File: config.mk
export PLATFORM = sky130hd
export DESIGN_NAME = sorted_task_list_queue
export DESIGN_NICKNAME = d
export VERILOG_FILES = /design/src/stq_pkg.sv /design/src/stq_ram.sv /design/src/stq_ctrl.sv /design/src/sorted_task_list_queue.sv
export SDC_FILE = /design/constraint.sdc
export NUM_CORES = 1
export LEC_CHECK = 0
export ABC_CLOCK_PERIOD_IN_PS = 4800
export BUFFER_PORTS_ARGS = -buffer_cell sky130_fd_sc_hd__buf_4
export CAP_MARGIN = 30
export CORE_AREA = 2 2 233 235
export DETAILED_ROUTE_END_ITERATION = 10
export DIE_AREA = 0 0 235 237
export GPL_ROUTABILITY_DRIVEN = 1
export PLACE_DENSITY_LB_ADDON = 0.25
export SLEW_MARGIN = 30
export SYNTH_ARGS = -nofsm -noshare
export SYNTH_HDL_FRONTEND = slang
export SYNTH_SLANG_ARGS = --single-unit
File: constraint.sdc
create_clock -name clk -period 4.8 [get_ports clk]
set_clock_uncertainty 0.15 [all_clocks]
set_input_delay 0.48 -clock clk [delete_from_list [all_inputs] [get_ports clk]]
set_output_delay 0.48 -clock clk [all_outputs]
set_load 0.02 [all_outputs]
File: src/stq_pkg.sv
// shared types, constants and codes for the sorted task list queue
// no dependencies
package stq_pkg;

  localparam int MAX_ENTRIES = 16;
  localparam int HANDLE_W    = 4;
  localparam int KEY_W       = 32;
  localparam int LINK_W      = $clog2(MAX_ENTRIES + 1);
  localparam int COUNT_W     = $clog2(MAX_ENTRIES + 1);

  typedef logic [HANDLE_W-1:0] handle_t;
  typedef logic [LINK_W-1:0]   link_t;
  typedef logic [COUNT_W-1:0]  count_t;
  typedef logic [KEY_W-1:0]    key_t;

  // link value of the sentinel slot, head and tail of the list
  localparam link_t SENT = link_t'(MAX_ENTRIES);

  typedef enum logic [2:0] {
    FN_APPEND = 3'd0,
    FN_INSERT = 3'd1,
    FN_REMOVE = 3'd2,
    FN_POP    = 3'd3,
    FN_PEEK   = 3'd4
  } func_t;

  typedef enum logic [1:0] {
    ST_OK      = 2'd0,
    ST_EMPTY   = 2'd1,
    ST_PRESENT = 2'd2,
    ST_ABSENT  = 2'd3
  } status_t;

  typedef enum logic [4:0] {
    S_IDLE   = 5'b00001,
    S_WALK   = 5'b00010,
    S_LINK_A = 5'b00100,
    S_LINK_B = 5'b01000,
    S_UNLINK = 5'b10000
  } state_t;

  typedef struct packed {
    handle_t raddr;
    logic    key_we;
    handle_t key_waddr;
    key_t    key_wdata;
    logic    next_we;
    handle_t next_waddr;
    link_t   next_wdata;
    logic    prev_we;
    handle_t prev_waddr;
    link_t   prev_wdata;
  } mem_req_t;

  typedef struct packed {
    key_t  key;
    link_t next_link;
    link_t prev_link;
  } mem_rsp_t;

  typedef struct packed {
    status_t status;
    logic    valid;
    handle_t handle;
    count_t  count;
  } res_t;

endpackage

File: src/stq_ram.sv
// generic single write port ram with registered read
// no dependencies
module stq_ram #(
  parameter int WIDTH = 8,
  parameter int DEPTH = 16
) (
  input  logic                     clk,
  input  logic                     we,
  input  logic [$clog2(DEPTH)-1:0] waddr,
  input  logic [WIDTH-1:0]         wdata,
  input  logic [$clog2(DEPTH)-1:0] raddr,
  output logic [WIDTH-1:0]         rdata
);

  logic [WIDTH-1:0] mem [DEPTH];

  always_ff @(posedge clk) begin
    if (we) begin
      mem[waddr] <= wdata;
    end
    rdata <= mem[raddr];
  end

endmodule

File: src/stq_ctrl.sv
// sequencer of the sorted task list queue: list walk, relink, head/tail,
// listed flags, count and result register; depends on stq_pkg
module stq_ctrl (
  input  logic              clk,
  input  logic              rst,
  input  logic              start,
  input  logic [2:0]        func,
  input  stq_pkg::handle_t  item_handle,
  input  stq_pkg::key_t     key,
  output logic              busy,
  output stq_pkg::mem_req_t req,
  input  stq_pkg::mem_rsp_t rsp,
  output logic              done,
  output stq_pkg::res_t     res
);

  stq_pkg::state_t  state;
  stq_pkg::func_t   fn_q;
  stq_pkg::handle_t h_q;
  stq_pkg::key_t    key_q;
  stq_pkg::link_t   cur;
  stq_pkg::link_t   at_q;
  stq_pkg::link_t   p_q;
  stq_pkg::link_t   head;
  stq_pkg::link_t   tail;
  stq_pkg::count_t  count;
  logic [stq_pkg::MAX_ENTRIES-1:0] listed;

  assign busy = (state != stq_pkg::S_IDLE);

  // ram requests
  always_comb begin
    req = '0;
    req.raddr = h_q;
    case (state)
      stq_pkg::S_IDLE: begin
        req.raddr = (func == stq_pkg::FN_REMOVE) ? item_handle
                                                 : head[stq_pkg::HANDLE_W-1:0];
      end
      stq_pkg::S_WALK: begin
        req.raddr = rsp.next_link[stq_pkg::HANDLE_W-1:0];
      end
      stq_pkg::S_LINK_A: begin
        req.key_we     = 1'b1;
        req.key_waddr  = h_q;
        req.key_wdata  = key_q;
        req.next_we    = 1'b1;
        req.next_waddr = h_q;
        req.next_wdata = at_q;
        req.prev_we    = 1'b1;
        req.prev_waddr = h_q;
        req.prev_wdata = p_q;
      end
      stq_pkg::S_LINK_B: begin
        req.next_we    = (p_q != stq_pkg::SENT);
        req.next_waddr = p_q[stq_pkg::HANDLE_W-1:0];
        req.next_wdata = stq_pkg::link_t'(h_q);
        req.prev_we    = (at_q != stq_pkg::SENT);
        req.prev_waddr = at_q[stq_pkg::HANDLE_W-1:0];
        req.prev_wdata = stq_pkg::link_t'(h_q);
      end
      stq_pkg::S_UNLINK: begin
        req.next_we    = (rsp.prev_link != stq_pkg::SENT);
        req.next_waddr = rsp.prev_link[stq_pkg::HANDLE_W-1:0];
        req.next_wdata = rsp.next_link;
        req.prev_we    = (rsp.next_link != stq_pkg::SENT);
        req.prev_waddr = rsp.next_link[stq_pkg::HANDLE_W-1:0];
        req.prev_wdata = rsp.prev_link;
      end
      default: begin
      end
    endcase
  end

  always_ff @(posedge clk) begin
    if (rst) begin
      state  <= stq_pkg::S_IDLE;
      head   <= stq_pkg::SENT;
      tail   <= stq_pkg::SENT;
      count  <= '0;
      listed <= '0;
      done   <= 1'b0;
    end else begin
      done <= 1'b0;
      case (state)
        stq_pkg::S_IDLE: begin
          if (start) begin
            fn_q       <= stq_pkg::func_t'(func);
            h_q        <= item_handle;
            key_q      <= key;
            cur        <= head;
            res.valid  <= 1'b0;
            res.handle <= '0;
            res.count  <= count;
            res.status <= stq_pkg::ST_OK;
            case (func)
              stq_pkg::FN_APPEND, stq_pkg::FN_INSERT: begin
                if (listed[item_handle]) begin
                  res.status <= stq_pkg::ST_PRESENT;
                  done       <= 1'b1;
                end else if (func == stq_pkg::FN_APPEND || head == stq_pkg::SENT) begin
                  at_q  <= stq_pkg::SENT;
                  p_q   <= tail;
                  state <= stq_pkg::S_LINK_A;
                end else begin
                  state <= stq_pkg::S_WALK;
                end
              end
              stq_pkg::FN_REMOVE: begin
                if (count == '0) begin
                  res.status <= stq_pkg::ST_EMPTY;
                  done       <= 1'b1;
                end else if (!listed[item_handle]) begin
                  res.status <= stq_pkg::ST_ABSENT;
                  done       <= 1'b1;
                end else begin
                  state <= stq_pkg::S_UNLINK;
                end
              end
              stq_pkg::FN_POP: begin
                if (count == '0) begin
                  res.status <= stq_pkg::ST_EMPTY;
                  done       <= 1'b1;
                end else begin
                  h_q   <= head[stq_pkg::HANDLE_W-1:0];
                  state <= stq_pkg::S_UNLINK;
                end
              end
              stq_pkg::FN_PEEK: begin
                if (count == '0) begin
                  res.status <= stq_pkg::ST_EMPTY;
                end else begin
                  res.valid  <= 1'b1;
                  res.handle <= head[stq_pkg::HANDLE_W-1:0];
                end
                done <= 1'b1;
              end
              default: begin
                done <= 1'b1;
              end
            endcase
          end
        end
        stq_pkg::S_WALK: begin
          // rsp holds the entry at cur
          if (rsp.key <= key_q) begin
            if (rsp.next_link == stq_pkg::SENT) begin
              at_q  <= stq_pkg::SENT;
              p_q   <= tail;
              state <= stq_pkg::S_LINK_A;
            end else begin
              cur <= rsp.next_link;
            end
          end else begin
            at_q  <= cur;
            p_q   <= rsp.prev_link;
            state <= stq_pkg::S_LINK_A;
          end
        end
        stq_pkg::S_LINK_A: begin
          state <= stq_pkg::S_LINK_B;
        end
        stq_pkg::S_LINK_B: begin
          if (p_q == stq_pkg::SENT) begin
            head <= stq_pkg::link_t'(h_q);
          end
          if (at_q == stq_pkg::SENT) begin
            tail <= stq_pkg::link_t'(h_q);
          end
          listed[h_q] <= 1'b1;
          count       <= stq_pkg::count_t'(count + 1'b1);
          res.status  <= stq_pkg::ST_OK;
          res.valid   <= 1'b0;
          res.handle  <= '0;
          res.count   <= stq_pkg::count_t'(count + 1'b1);
          done        <= 1'b1;
          state       <= stq_pkg::S_IDLE;
        end
        stq_pkg::S_UNLINK: begin
          if (rsp.prev_link == stq_pkg::SENT) begin
            head <= rsp.next_link;
          end
          if (rsp.next_link == stq_pkg::SENT) begin
            tail <= rsp.prev_link;
          end
          listed[h_q] <= 1'b0;
          count       <= stq_pkg::count_t'(count - 1'b1);
          res.status  <= stq_pkg::ST_OK;
          res.valid   <= (fn_q == stq_pkg::FN_POP);
          res.handle  <= (fn_q == stq_pkg::FN_POP) ? h_q : '0;
          res.count   <= stq_pkg::count_t'(count - 1'b1);
          done        <= 1'b1;
          state       <= stq_pkg::S_IDLE;
        end
        default: begin
          state <= stq_pkg::S_IDLE;
        end
      endcase
    end
  end

endmodule

File: src/sorted_task_list_queue.sv
// top level of the sorted task list queue: sequencer plus key and link rams
// depends on stq_pkg, stq_ram, stq_ctrl
//
// usage
//   a command transfer happens at a clock edge with start high and busy low;
//   func, item_handle and key are sampled there. busy stays low for
//   commands answered at once and high while a list walk or relink runs.
//   each command gives exactly one result, shown for one cycle with done
//   high: status, result_valid, result_handle, entry_count, is_empty.
//   the receiver cannot stall; done is not held.
// command sequence
//   peek, unused codes and rejected commands: result in the cycle after the
//   transfer, next command accepted in the very next cycle.
//   append and insert into an empty list: link_a then link_b. remove and pop: unlink.
//   sorted insert into a non-empty list first walks the list, comparing the
//   key with each entry read from the key/link rams in turn, then passes
//   through link_a and link_b.
// reset
//   synchronous rst empties the list: head and tail point to the sentinel,
//   all listed flags and the count clear. ram contents need no clearing.
module sorted_task_list_queue (
  input  logic        clk,
  input  logic        rst,
  input  logic        start,
  output logic        busy,
  input  logic [2:0]  func,
  input  logic [3:0]  item_handle,
  input  logic [31:0] key,
  output logic        done,
  output logic [1:0]  status,
  output logic        result_valid,
  output logic [3:0]  result_handle,
  output logic [4:0]  entry_count,
  output logic        is_empty
);

  stq_pkg::mem_req_t req;
  stq_pkg::mem_rsp_t rsp;
  stq_pkg::res_t     res;

  stq_ctrl u_ctrl (
    .clk         (clk),
    .rst         (rst),
    .start       (start),
    .func        (func),
    .item_handle (item_handle),
    .key         (key),
    .busy        (busy),
    .req         (req),
    .rsp         (rsp),
    .done        (done),
    .res         (res)
  );

  stq_ram #(
    .WIDTH (stq_pkg::KEY_W),
    .DEPTH (stq_pkg::MAX_ENTRIES)
  ) u_key_ram (
    .clk   (clk),
    .we    (req.key_we),
    .waddr (req.key_waddr),
    .wdata (req.key_wdata),
    .raddr (req.raddr),
    .rdata (rsp.key)
  );

  stq_ram #(
    .WIDTH (stq_pkg::LINK_W),
    .DEPTH (stq_pkg::MAX_ENTRIES)
  ) u_next_ram (
    .clk   (clk),
    .we    (req.next_we),
    .waddr (req.next_waddr),
    .wdata (req.next_wdata),
    .raddr (req.raddr),
    .rdata (rsp.next_link)
  );

  stq_ram #(
    .WIDTH (stq_pkg::LINK_W),
    .DEPTH (stq_pkg::MAX_ENTRIES)
  ) u_prev_ram (
    .clk   (clk),
    .we    (req.prev_we),
    .waddr (req.prev_waddr),
    .wdata (req.prev_wdata),
    .raddr (req.raddr),
    .rdata (rsp.prev_link)
  );

  assign status        = res.status;
  assign result_valid  = res.valid;
  assign result_handle = res.handle;
  assign entry_count   = res.count;
  assign is_empty      = (res.count == '0);

endmodule

Word level (Yosys, flattened, before mapping)

Memory sizes are Yosys's and may differ from the RTL's. A register that Yosys moved wholly into a read port is not among the register bits.
Cells that the tools add are included.

Register bits: 103
RAM bits: 672
Output and inout bits: 15
Memories: 3

Memory list:

| name           | words | bits a word | read ports | clocked after memory_dff | write ports | line          | RTL |
|---|---|---|---|---|---|---|---|
| u_key_ram.mem  | 16    | 32          | 1          | 1                        | 1           | stq_ram.sv:15 | `logic [WIDTH-1:0] mem [DEPTH];` |
| u_next_ram.mem | 16    | 5           | 1          | 1                        | 1           | stq_ram.sv:15 |  |
| u_prev_ram.mem | 16    | 5           | 1          | 1                        | 1           | stq_ram.sv:15 |  |

$add $sub $neg: 2
Magnitude comparators: 4
Equal/unequal tests: 36
Multiplexer cells: 69
Bitwise logic cells: 4
Reductions and logical operators: 18

Operator list:

| operator             | number |
|---|---|
| $mux W5              | 28 |
| $pmux W20 S3         | 1 |
| $pmux W5 S2          | 6 |
| $mux W37             | 1 |
| $pmux W12 S3         | 1 |
| $le A32 B32 Y1       | 1 |
| $pmux W16 S2         | 1 |
| $eq A5 B5 Y1 const B | 6 |
| $pmux W5 S3          | 2 |
| $ne A5 B5 Y1 const B | 4 |
| $and A16 B16 Y16     | 1 |
| $mux W4              | 4 |
| $not A16 Y16         | 1 |
| $or A16 B16 Y16      | 1 |
| $ne A3 B3 Y1 const B | 5 |
| $mux W1              | 14 |
| $reduce_and A7 Y1    | 2 |
| $mux W12             | 1 |
| $ne A2 B1 Y1 const B | 6 |
| $reduce_and A3 Y1    | 4 |
| $logic_not A5 Y1     | 2 |
| $lt A4 B5 Y1 const B | 2 |
| $eq A3 B2 Y1 const B | 3 |
| $ne A2 B2 Y1 const B | 4 |
| other kinds (27)     | 32 |

Depth between registers and ports, before layout

Gate-level depths: netlist of run 1.

Depth in word-level cells: 7
Depth in mapped cells: 10
Mapped depth without buffers: 9

By module

A second synthesis of run 1 with hierarchy kept.

Cell total of the unflattened synthesis: 1724
Area total of the unflattened synthesis: 31851.8 µm²

Modules (own cells, without submodules):

| module                    | times used | cells an instance | area an instance (µm²) |
|---|---|---|---|
| stq_ram at u_key_ram      | 1          | 838               | 19836.5 |
| stq_ram at u_next_ram ... | 2          | 155               | 3213.1 |
| stq_ctrl                  | 1          | 574               | 5577.8 |
| sorted_task_list_queue    | 1          | 2                 | 11.3 |

Worst setup path after synthesis of run 1

OpenSTA, ideal clock, no wires.

Kind: flip-flop to flip-flop
From: register u_ctrl.state[4]
To: memory u_key_ram.mem[5][0] (netlist bit), enable pin
Arrival time: 3348 ps
Required time: 4189 ps
Path slack: 841 ps
Cell stages (with the launch flop): 5
Buffers on the path: 1
Path through: dfxtp_1 nor3_1 nand3b_1 clkbuf_1 nor3_1

Longest elaborated chain between the ends: 4

RTL lines:

| element                       | line            | RTL |
|---|---|---|
| start, declared               | stq_ctrl.sv:17  | `stq_pkg::state_t state;` |
| start signal, assigned        | stq_ctrl.sv:77  | `state <= stq_pkg::S_IDLE;` |
| start signal, assigned        | stq_ctrl.sv:104 | `state <= stq_pkg::S_LINK_A;` |
| start signal, assigned        | stq_ctrl.sv:106 | `state <= stq_pkg::S_WALK;` |
| $eq A5 B3 Y1 (*)              | stq_ctrl.sv:35  | `case (state)` |
| $mux W37 (*)                  | stq_ctrl.sv:35  |  |
| $mux W1                       | stq_ram.sv:18   | `if (we) begin` |
| $mux W1 (implied by the code) | stq_ram.sv:19   | `mem[waddr] <= wdata;` |
| end, declared                 | stq_ram.sv:15   |  |

Mark *: on every way between the ends. The rest lies on a longest branch, timed or not.

Worst setup path after layout of run 1

From: register u_ctrl.key_q[9]
To: register u_ctrl.cur[2], enable pin

Longest elaborated chain between the ends: 3

RTL lines:

| element                     | line            | RTL |
|---|---|---|
| start, declared             | stq_ctrl.sv:20  | `stq_pkg::key_t key_q;` |
| start signal, assigned      | stq_ctrl.sv:90  | `key_q <= key;` |
| $le A32 B32 Y1              | stq_ctrl.sv:146 | `if (rsp.key <= key_q) begin` |
| $ne A2 B1 Y1 (no line)      | n/a             |  |
| $reduce_and A5 Y1 (no line) | n/a             |  |
| end signal, assigned        | stq_ctrl.sv:152 | `cur <= rsp.next_link;` |
| end, declared               | stq_ctrl.sv:21  | `stq_pkg::link_t cur;` |

Every way passes these cells.
A chain may end at the register's enable or synchronous reset.

==> metrics.yaml, run 1 <==
clock-sinks: 817
slew_viol_final: 0
crit_arrival_ps: 3860
status: "complete, no violations"
ys_seq_area_share_pct: 74.9
drt-initial-drc-count: 2135
grt_pass1_vias: 16647
clk_pin_slew_ps: 60
cp_max_fo: 5
tightest_slew_ps: 1040
power.density_nw_per_um2: 401
ys_ff_latch: 817
gp_congestion: 0.893
cp-startpoint: "u_ctrl.key_q[9]$_DFFE_PP_"
nNetsFinal: 1906
required_ps: 4920
grt_max_degree: 117
io_buffer_count: 56
vias: 16649
grt_pass1_wl_um: 104000
cpMostUsedCell: "nor4_1"
synthesis.nets: 1769
grt.overflow.total: 0
antenna_found_initial: 1
grtUsageTotal_pct: 25.3
row_count: 85
ys_warn_count: 0
die_h_um: 237
endpoint: "u_ctrl.cur[2]$_DFFE_PP_"
hp-class: "primary input to flop"
hold_viol_final: 0
clock_latency_ps: 630
antenna_left: 0
crit_path_end_kind: "flop"
finalNonFillerCells: 2590
firstDrtPassIters: 5
synth_cell_types: 56
finalWirelength_um: 70000
setup_viol: 0
num_io_pins: 57
netlist_area_um2: 31700
post-route-drc-count: 0
r2r_slack_ps: 1060
ir_worst_vdd_v: 0.000268
cp_slowest_cell: "nor4_1"
initial_core_util_pct: 59.5
cts_buffers: 81
synthFlopType: "edfxtp_1"
drv_cap: 0
synth_edf_count: 738
htreeDepth: 3
die_x_um: 235
fin_setup_tns_ps: 0
layout-drive-gt1-share_pct: 23.4
crit_buf_inv: 2
slew_headroom_pct: 31.0
cts_tree: "done"
antenna_cells: 0
reg2reg_from: "u_ctrl.key_q[9]$_DFFE_PP_"
p_leak_nw: 12.1
syn_to_final_growth_pct: 14.0
fmax_mhz: 267
clock_path_buffers: 3
cp_slowest_stage_delay_ps: 700
crit_type: "flop to flop"
period_needed_ps: 3740
start_kind: "flop"
worst-path-stages: 9
core_area_um2: 53300
dieArea_um2: 55700
synth_async_sr_flop_share_pct: 0
ff2ff_path_depth: 9
synthCells: 1692
rsz0062_at_grt: "false"
syn-mean-instance-area_um2: 18.7
avgRoutedWirePerCell_um: 27.0
via_per_inst: 6.43
fin_crit_sh_pct: 78.0
cts_root_buf: "clkbuf_16"
dp_cells: 2405
path_cells: "inv_1 -> ha_1 -> nand4_1 -> nor4_1 -> buf_4 -> nor4_1 -> a22oi_1 -> nand3_1 -> a21oi_1"
hpwlAfterDp_um: 38000
reg2reg_to: "u_ctrl.cur[2]$_DFFE_PP_"
cts_setup_buffers: 0
critical_path.top_delay_family: "simple AND/OR/NAND/NOR gates"
==> metrics by stage <==
stage,power [W],utilization [%],hold WS [ps],setup WS (ps),area (µm²)
floorplan,0.00824,-,311,841,31700
global placement,0.00842,62.1,339,1270,33100
detailed placement,0.00842,62.2,340,1210,33100
CTS,0.0146,67.8,36.9,1180,36100
global route,0.0149,67.8,52.0,938,36100
finish,0.0145,67.8,73.0,1060,36100
==> what timing repair did <==
item | in CTS | in global routing
resized for setup | 0 | 0
endpoints found under the setup margin | 0 | 0
hold endpoints to repair | 36 | 0
hold buffers | 35 | 0
==> flip-flops by register name, indices dropped and copies added (netlist names), 12 cells and up, named ones only <==
name and count:
u_key_ram.rdata 32, u_next_ram.mem 80, u_prev_ram.mem 80, u_ctrl.key_q 32
u_key_ram.mem 512, u_ctrl.res 12
==> per-layer routing <==
metal / wire [µm] / part of all wire [%] / vias to the layer above / track usage [%]
li1: - / - / 7134 / -
met1: 28200 / 40 / 8599 / 36.0
met2: 34500 / 49 / 787 / 41.3
met3: 5530 / 7.9 / 127 / 3.88
met4: 1660 / 2.4 / 2 / 7.81
met5: 10 / 0.014 / - / 0
==> worst register-to-register path, delay by kind of cell (launching register included) <==
kind | cells | cell delay [ps]
adder cells (fa/ha/maj) | 1 | 300
flip-flops | 1 | 320
AO/OA/AOI/OAI | 2 | 1110
buffers and inverters | 2 | 290
AND/OR/NAND/NOR | 4 | 1210
==> cell usage in the layout, fill, tap and decap left out, drive strengths merged, types with 4 or more instances in the layout <==
cell	instances
a311oi	10
a211oi	16
clkbuf	112
and2	15
clkinvlp	4
ha	35
clkinv	25
mux2i	5
nand4	9
o21ai	10
nand2	118
nand2b	10
edfxtp	738
inv	45
nor3	21
nor2	94
a22oi	86
dfxtp	79
dlygate4sd3	35
a22o	6
a21oi	38
mux2	10
bufinv	5
nor2b	11
nand3	22
mux4	172
o211ai	7
nor4	12
buf	100
==> cell type report <==
| class | count | area [µm²] |
|---|---|---|
| multi-input cells | 751 | 7560 |
| inverters | 41 | 154 |
| repair buffers | 137 | 1180 |
| fillers | 3316 | 17100 |
| well taps | 696 | 871 |
| clock buffers | 110 | 2280 |
| flip-flops and latches | 817 | 23700 |
| clock inverters | 38 | 362 |
==> where the power goes <==
| part | leakage [nW] | switching, W | internal, W | total, W |
|---|---|---|---|---|
| logic | 3.06 | 0.000308 | 0.000243 | 0.000550 |
| registers | 7.75 | 0.0000376 | 0.00771 | 0.00775 |
| clock network | 1.29 | 0.00260 | 0.00361 | 0.00620 |
| total | 12.1 | 0.00294 | 0.0116 | 0.0145 |
==> worst min-delay path by stage <==
stage,startpoint,to,depth (start not counted),slack [ps]
after floorplan,u_ctrl.head[4]$_SDFFE_PP1P_,u_ctrl.head[4]$_SDFFE_PP1P_,2,310
after global placement,u_ctrl.tail[2]$_SDFFE_PP0P_,u_ctrl.tail[2]$_SDFFE_PP0P_,2,340
after detailed placement,u_ctrl.head[4]$_SDFFE_PP1P_,u_ctrl.head[4]$_SDFFE_PP1P_,2,340
after CTS,item_handle[3],u_ctrl.h_q[3]$_DFFE_PP_,2,40
after global routing,item_handle[3],u_ctrl.h_q[3]$_DFFE_PP_,2,50
final,item_handle[3],u_ctrl.h_q[3]$_DFFE_PP_,2,70
==> Yosys cell counts, types with 2 or more instances <==
| library cell | count | share of area (%) |
|---|---|---|
| a211oi_1 | 16 | 0.38 |
| a21o_1 | 3 | 0.071 |
| a21oi_1 | 38 | 0.60 |
| a22o_1 | 6 | 0.17 |
| a22oi_1 | 86 | 2.0 |
| a311o_1 | 3 | 0.095 |
| a311oi_1 | 10 | 0.28 |
| and2_1 | 14 | 0.28 |
| and3_1 | 3 | 0.059 |
| and3b_1 | 3 | 0.083 |
| buf_1 | 3 | 0.036 |
| buf_2 | 18 | 0.28 |
| buf_4 | 13 | 0.31 |
| clkbuf_1 | 49 | 0.58 |
| dfxtp_1 | 79 | 5.0 |
| edfxtp_1 | 738 | 70 |
| ha_1 | 35 | 1.4 |
| inv_1 | 41 | 0.49 |
| mux2_2 | 10 | 0.36 |
| mux2i_1 | 5 | 0.16 |
| mux4_2 | 172 | 12 |
| nand2_1 | 118 | 1.4 |
| nand2b_1 | 10 | 0.20 |
| nand3_1 | 22 | 0.35 |
| nand3b_1 | 2 | 0.047 |
| nand4_1 | 9 | 0.18 |
| nor2_1 | 94 | 1.1 |
| nor2b_1 | 11 | 0.22 |
| nor3_1 | 21 | 0.33 |
| nor3b_1 | 2 | 0.047 |
| nor4_1 | 12 | 0.24 |
| nor4b_1 | 2 | 0.055 |
| o211ai_1 | 5 | 0.12 |
| o211ai_2 | 2 | 0.079 |
| o21ai_0 | 10 | 0.16 |
| o22ai_1 | 2 | 0.039 |
| or3_1 | 3 | 0.059 |
| xnor2_1 | 3 | 0.083 |
| xor2_1 | 2 | 0.055 |
==> logic make-up (layout without fill, tap and decap cells) <==
family	Yosys count	after routing	share of synthesized area (%)
AO/OA/AOI/OAI	190	190	4.28
XOR/XNOR	5	5	0.138
adder cells (fa/ha/maj)	35	35	1.38
buffers and inverters	124	326	1.69
flip-flops	817	817	74.9
multiplexers	187	187	12.7
AND/OR/NAND/NOR	334	334	4.87
No activity file was read; power rests on OpenSTA's default activity.
==> run 2: changes to the inputs <==
Settings changed: ABC_CLOCK_PERIOD_IN_PS 4800 to 3600.
Clock period 4.8 ns to 3.6 ns, I/O delays scaled along.
==> metrics.yaml, run 2 (same netlist as run 1, synthesis figures left out) <==
status: "complete, no violations"
sw_frac_of_total_pct: 20.4  # +0.10 points
clock-sinks: 817  # unchanged
reg2reg_from: "u_ctrl.state[2]$_SDFFE_PP0P_"
cp_max_fo: 23  # +18
min_to: "u_ctrl.state[1]$_SDFFE_PP0P_"
grt_pass1_vias: 17050  # +2.4%
finalNonFillerCells: 2635  # +1.7%
drv_cap: 0  # unchanged
crit_arrival_ps: 3650  # -210 ps
slew_headroom_pct: 45.0  # +14 points
p_leak_nw: 12.5  # +2.9%
row_count: 85  # unchanged
layout_commonest_cell: "edfxtp_1"
fmax_mhz: 304  # +14%
grt_max_degree: 47  # -60%
pwr-share-seq_pct: 52.6  # -0.8 points
tightest_slew_ps: 823  # -213 ps
nNetsFinal: 1952  # +2.4%
largest_reg_flops: 512  # unchanged
fill_cells: 3245  # -2.1%
grtUsageTotal_pct: 25.7  # +0.40 points
power_frac_comb_pct: 3.9  # about the same
die_h_um: 237  # unchanged
hp-class: "primary input to flop"
r2r_slack_ps: 310  # -750 ps
num_io_pins: 57  # unchanged
rsz0062_at_grt: "false"
finish.utilization_pct: 69.1  # +1.3 points
initial_core_util_pct: 59.5  # unchanged
dieArea_um2: 55700  # unchanged
avgRoutedWirePerCell_um: 26.9  # -0.37%
hold_start: "start"
reg_top3: "u_key_ram.mem x512, u_next_ram.mem x80, u_prev_ram.mem x80"
slew_viol_final: 0  # unchanged
antenna_cells: 0  # unchanged
finalWorstSetupSlack_ps: 312  # -745 ps
core_area_um2: 53300  # unchanged
firstDrtPassIters: 5  # unchanged
cts_tree: "done"
grt_pass1_wl_um: 106000  # +2.0%
hpwlAfterDp_um: 38000  # about the same
regMostFlops: "u_key_ram.mem"
ir_worst_vdd_v: 0.000346  # +29%
post-route-drc-count: 0  # unchanged
dp_cells: 2449  # +1.8%
min_delay_path_depth: 5  # +3
power_switching_w: 0.00400  # +36%
syn_to_final_growth_pct: 16.2
fin_area_um2: 36800  # +1.9%
fin_crit_sh_pct: 91.3  # +13 points
internal_power_w: 0.0156  # +35%
hold_viol_final: 0  # unchanged
io_buffer_count: 56  # unchanged
required_ps: 3960  # -960 ps
start_kind: "flop"
dp_slack_ps: 329  # -878 ps
via_per_inst: 6.42  # -0.12%
clock_latency_ps: 630  # about the same
period_needed_ps: 3290  # -455 ps
htreeDepth: 3  # unchanged
antenna_left: 0  # unchanged
post_cts_resized: 0  # unchanged
crit_type: "flop to flop"
layout.cells.most_common_list: "edfxtp_1 (738), mux4_2 (172), nand2_1 (118)"
reg2reg_to: "u_key_ram.rdata[22]$_DFF_P_"
drt-initial-drc-count: 1874  # -12%
antenna_found_initial: 1  # unchanged
clock_path_buffers: 3  # unchanged
multi_input_area_um2: 7530  # -0.40%
setup_viol: 0  # unchanged
cts_buffers: 80  # -1.2%
power.density_nw_per_um2: 533  # +33%
die_x_um: 235  # unchanged
layout-drive-gt1-share_pct: 24.8  # +1.4 points
finalWirelength_um: 70900  # +1.4%
clk_pin_slew_ps: 60  # about the same
fin_setup_tns_ps: 0  # unchanged
vias: 16918  # +1.6%
cts_root_buf: "clkbuf_16"
ff2ff_path_depth: 9  # unchanged
grt.overflow.total: 0  # unchanged
crit_path_end_kind: "flop"
clockPowerShare_pct: 43.5  # +0.7 points
dpl_cell_area_um2: 33700  # +1.9%
gp_congestion: 0.879  # -1.6%
seqCellArea_um2: 23700  # unchanged
## run 2: changes by cell type in the layout (fill, tap and decap cells not counted), sizes merged
| cell | delta |
|---|---|
| buf | +44 |
| bufinv | +5 |
| clkbuf | -14 |
| clkinv | +7 |
| clkinvlp | -1 |
| dlygate4sd3 | +5 |
| inv | -1 |
## run 2: repair_timing
action | CTS | global route
hold endpoints to repair | 47 | 0
buffers inserted | 0 | 0
hold buffers | 40 | 0
setup endpoints to repair | 0 | 0
## run 2: per-layer routing
layer / part of all wire, % / vias to the layer above / track usage (%)
li1: - / 7207 / -
met1: 40 / 8737 / 35.7
met2: 49 / 823 / 41.8
met3: 8.0 / 149 / 4.44
met4: 2.9 / 2 / 9.24
met5: 0.018 / - / 0
## run 2: worst max-delay path, cell delays in order (launching register included)
cell and delay, ps:
dfxtp_1 340, or2_1 290, nor4b_2 320, inv_1 220, o211ai_4 290, buf_12 280, buf_4 370, mux4_2 550
a22oi_1 260, nand2_1 80
## run 2: area by class of cell
class,instances,area share (%)
clock buffer,98,5.84
clock inverter,48,1.49
inverter,41,0.418
multi-input combinational,751,20.4
sequential,817,64.5
tap,696,2.36
timing repair buffer,184,4.97
## run 2: power by group through the flow
stage | Clock [W] | Sequential [W] | Combinational (W)
finish | 0.00854 | 0.0103 | 0.000759
global route | 0.00900 | 0.0103 | 0.000826
CTS | 0.00865 | 0.0103 | 0.000765
detailed placement | 0 | 0.0105 | 0.000723
global placement | 0 | 0.0105 | 0.000712
floorplan | 0 | 0.0105 | 0.000470
## run 2: worst max-delay path by stage
stage                            startpoint                            end  slack, ps  cells after the start
2_1_floorplan  u_ctrl.state[4]$_SDFFE_PP0P_  u_key_ram.mem[5][0]$_DFFE_PP_       -360                      4
3_3_place_gp   u_ctrl.state[2]$_SDFFE_PP0P_    u_key_ram.rdata[22]$_DFF_P_        410                      9
3_5_place_dp   u_ctrl.state[2]$_SDFFE_PP0P_    u_key_ram.rdata[22]$_DFF_P_        330                      9
4_1_cts        u_ctrl.state[2]$_SDFFE_PP0P_    u_key_ram.rdata[22]$_DFF_P_        320                      9
5_1_grt        u_ctrl.state[2]$_SDFFE_PP0P_    u_key_ram.rdata[22]$_DFF_P_        140                      9
6_report       u_ctrl.state[2]$_SDFFE_PP0P_    u_key_ram.rdata[22]$_DFF_P_        310                      9
## run 2: through the flow
step	hold slack, ps	power (W)
3_3_place_gp	342	0.0112
6_report	159	0.0196
5_1_grt	158	0.0202
3_5_place_dp	361	0.0113
2_1_floorplan	309	0.0110
4_1_cts	124	0.0197
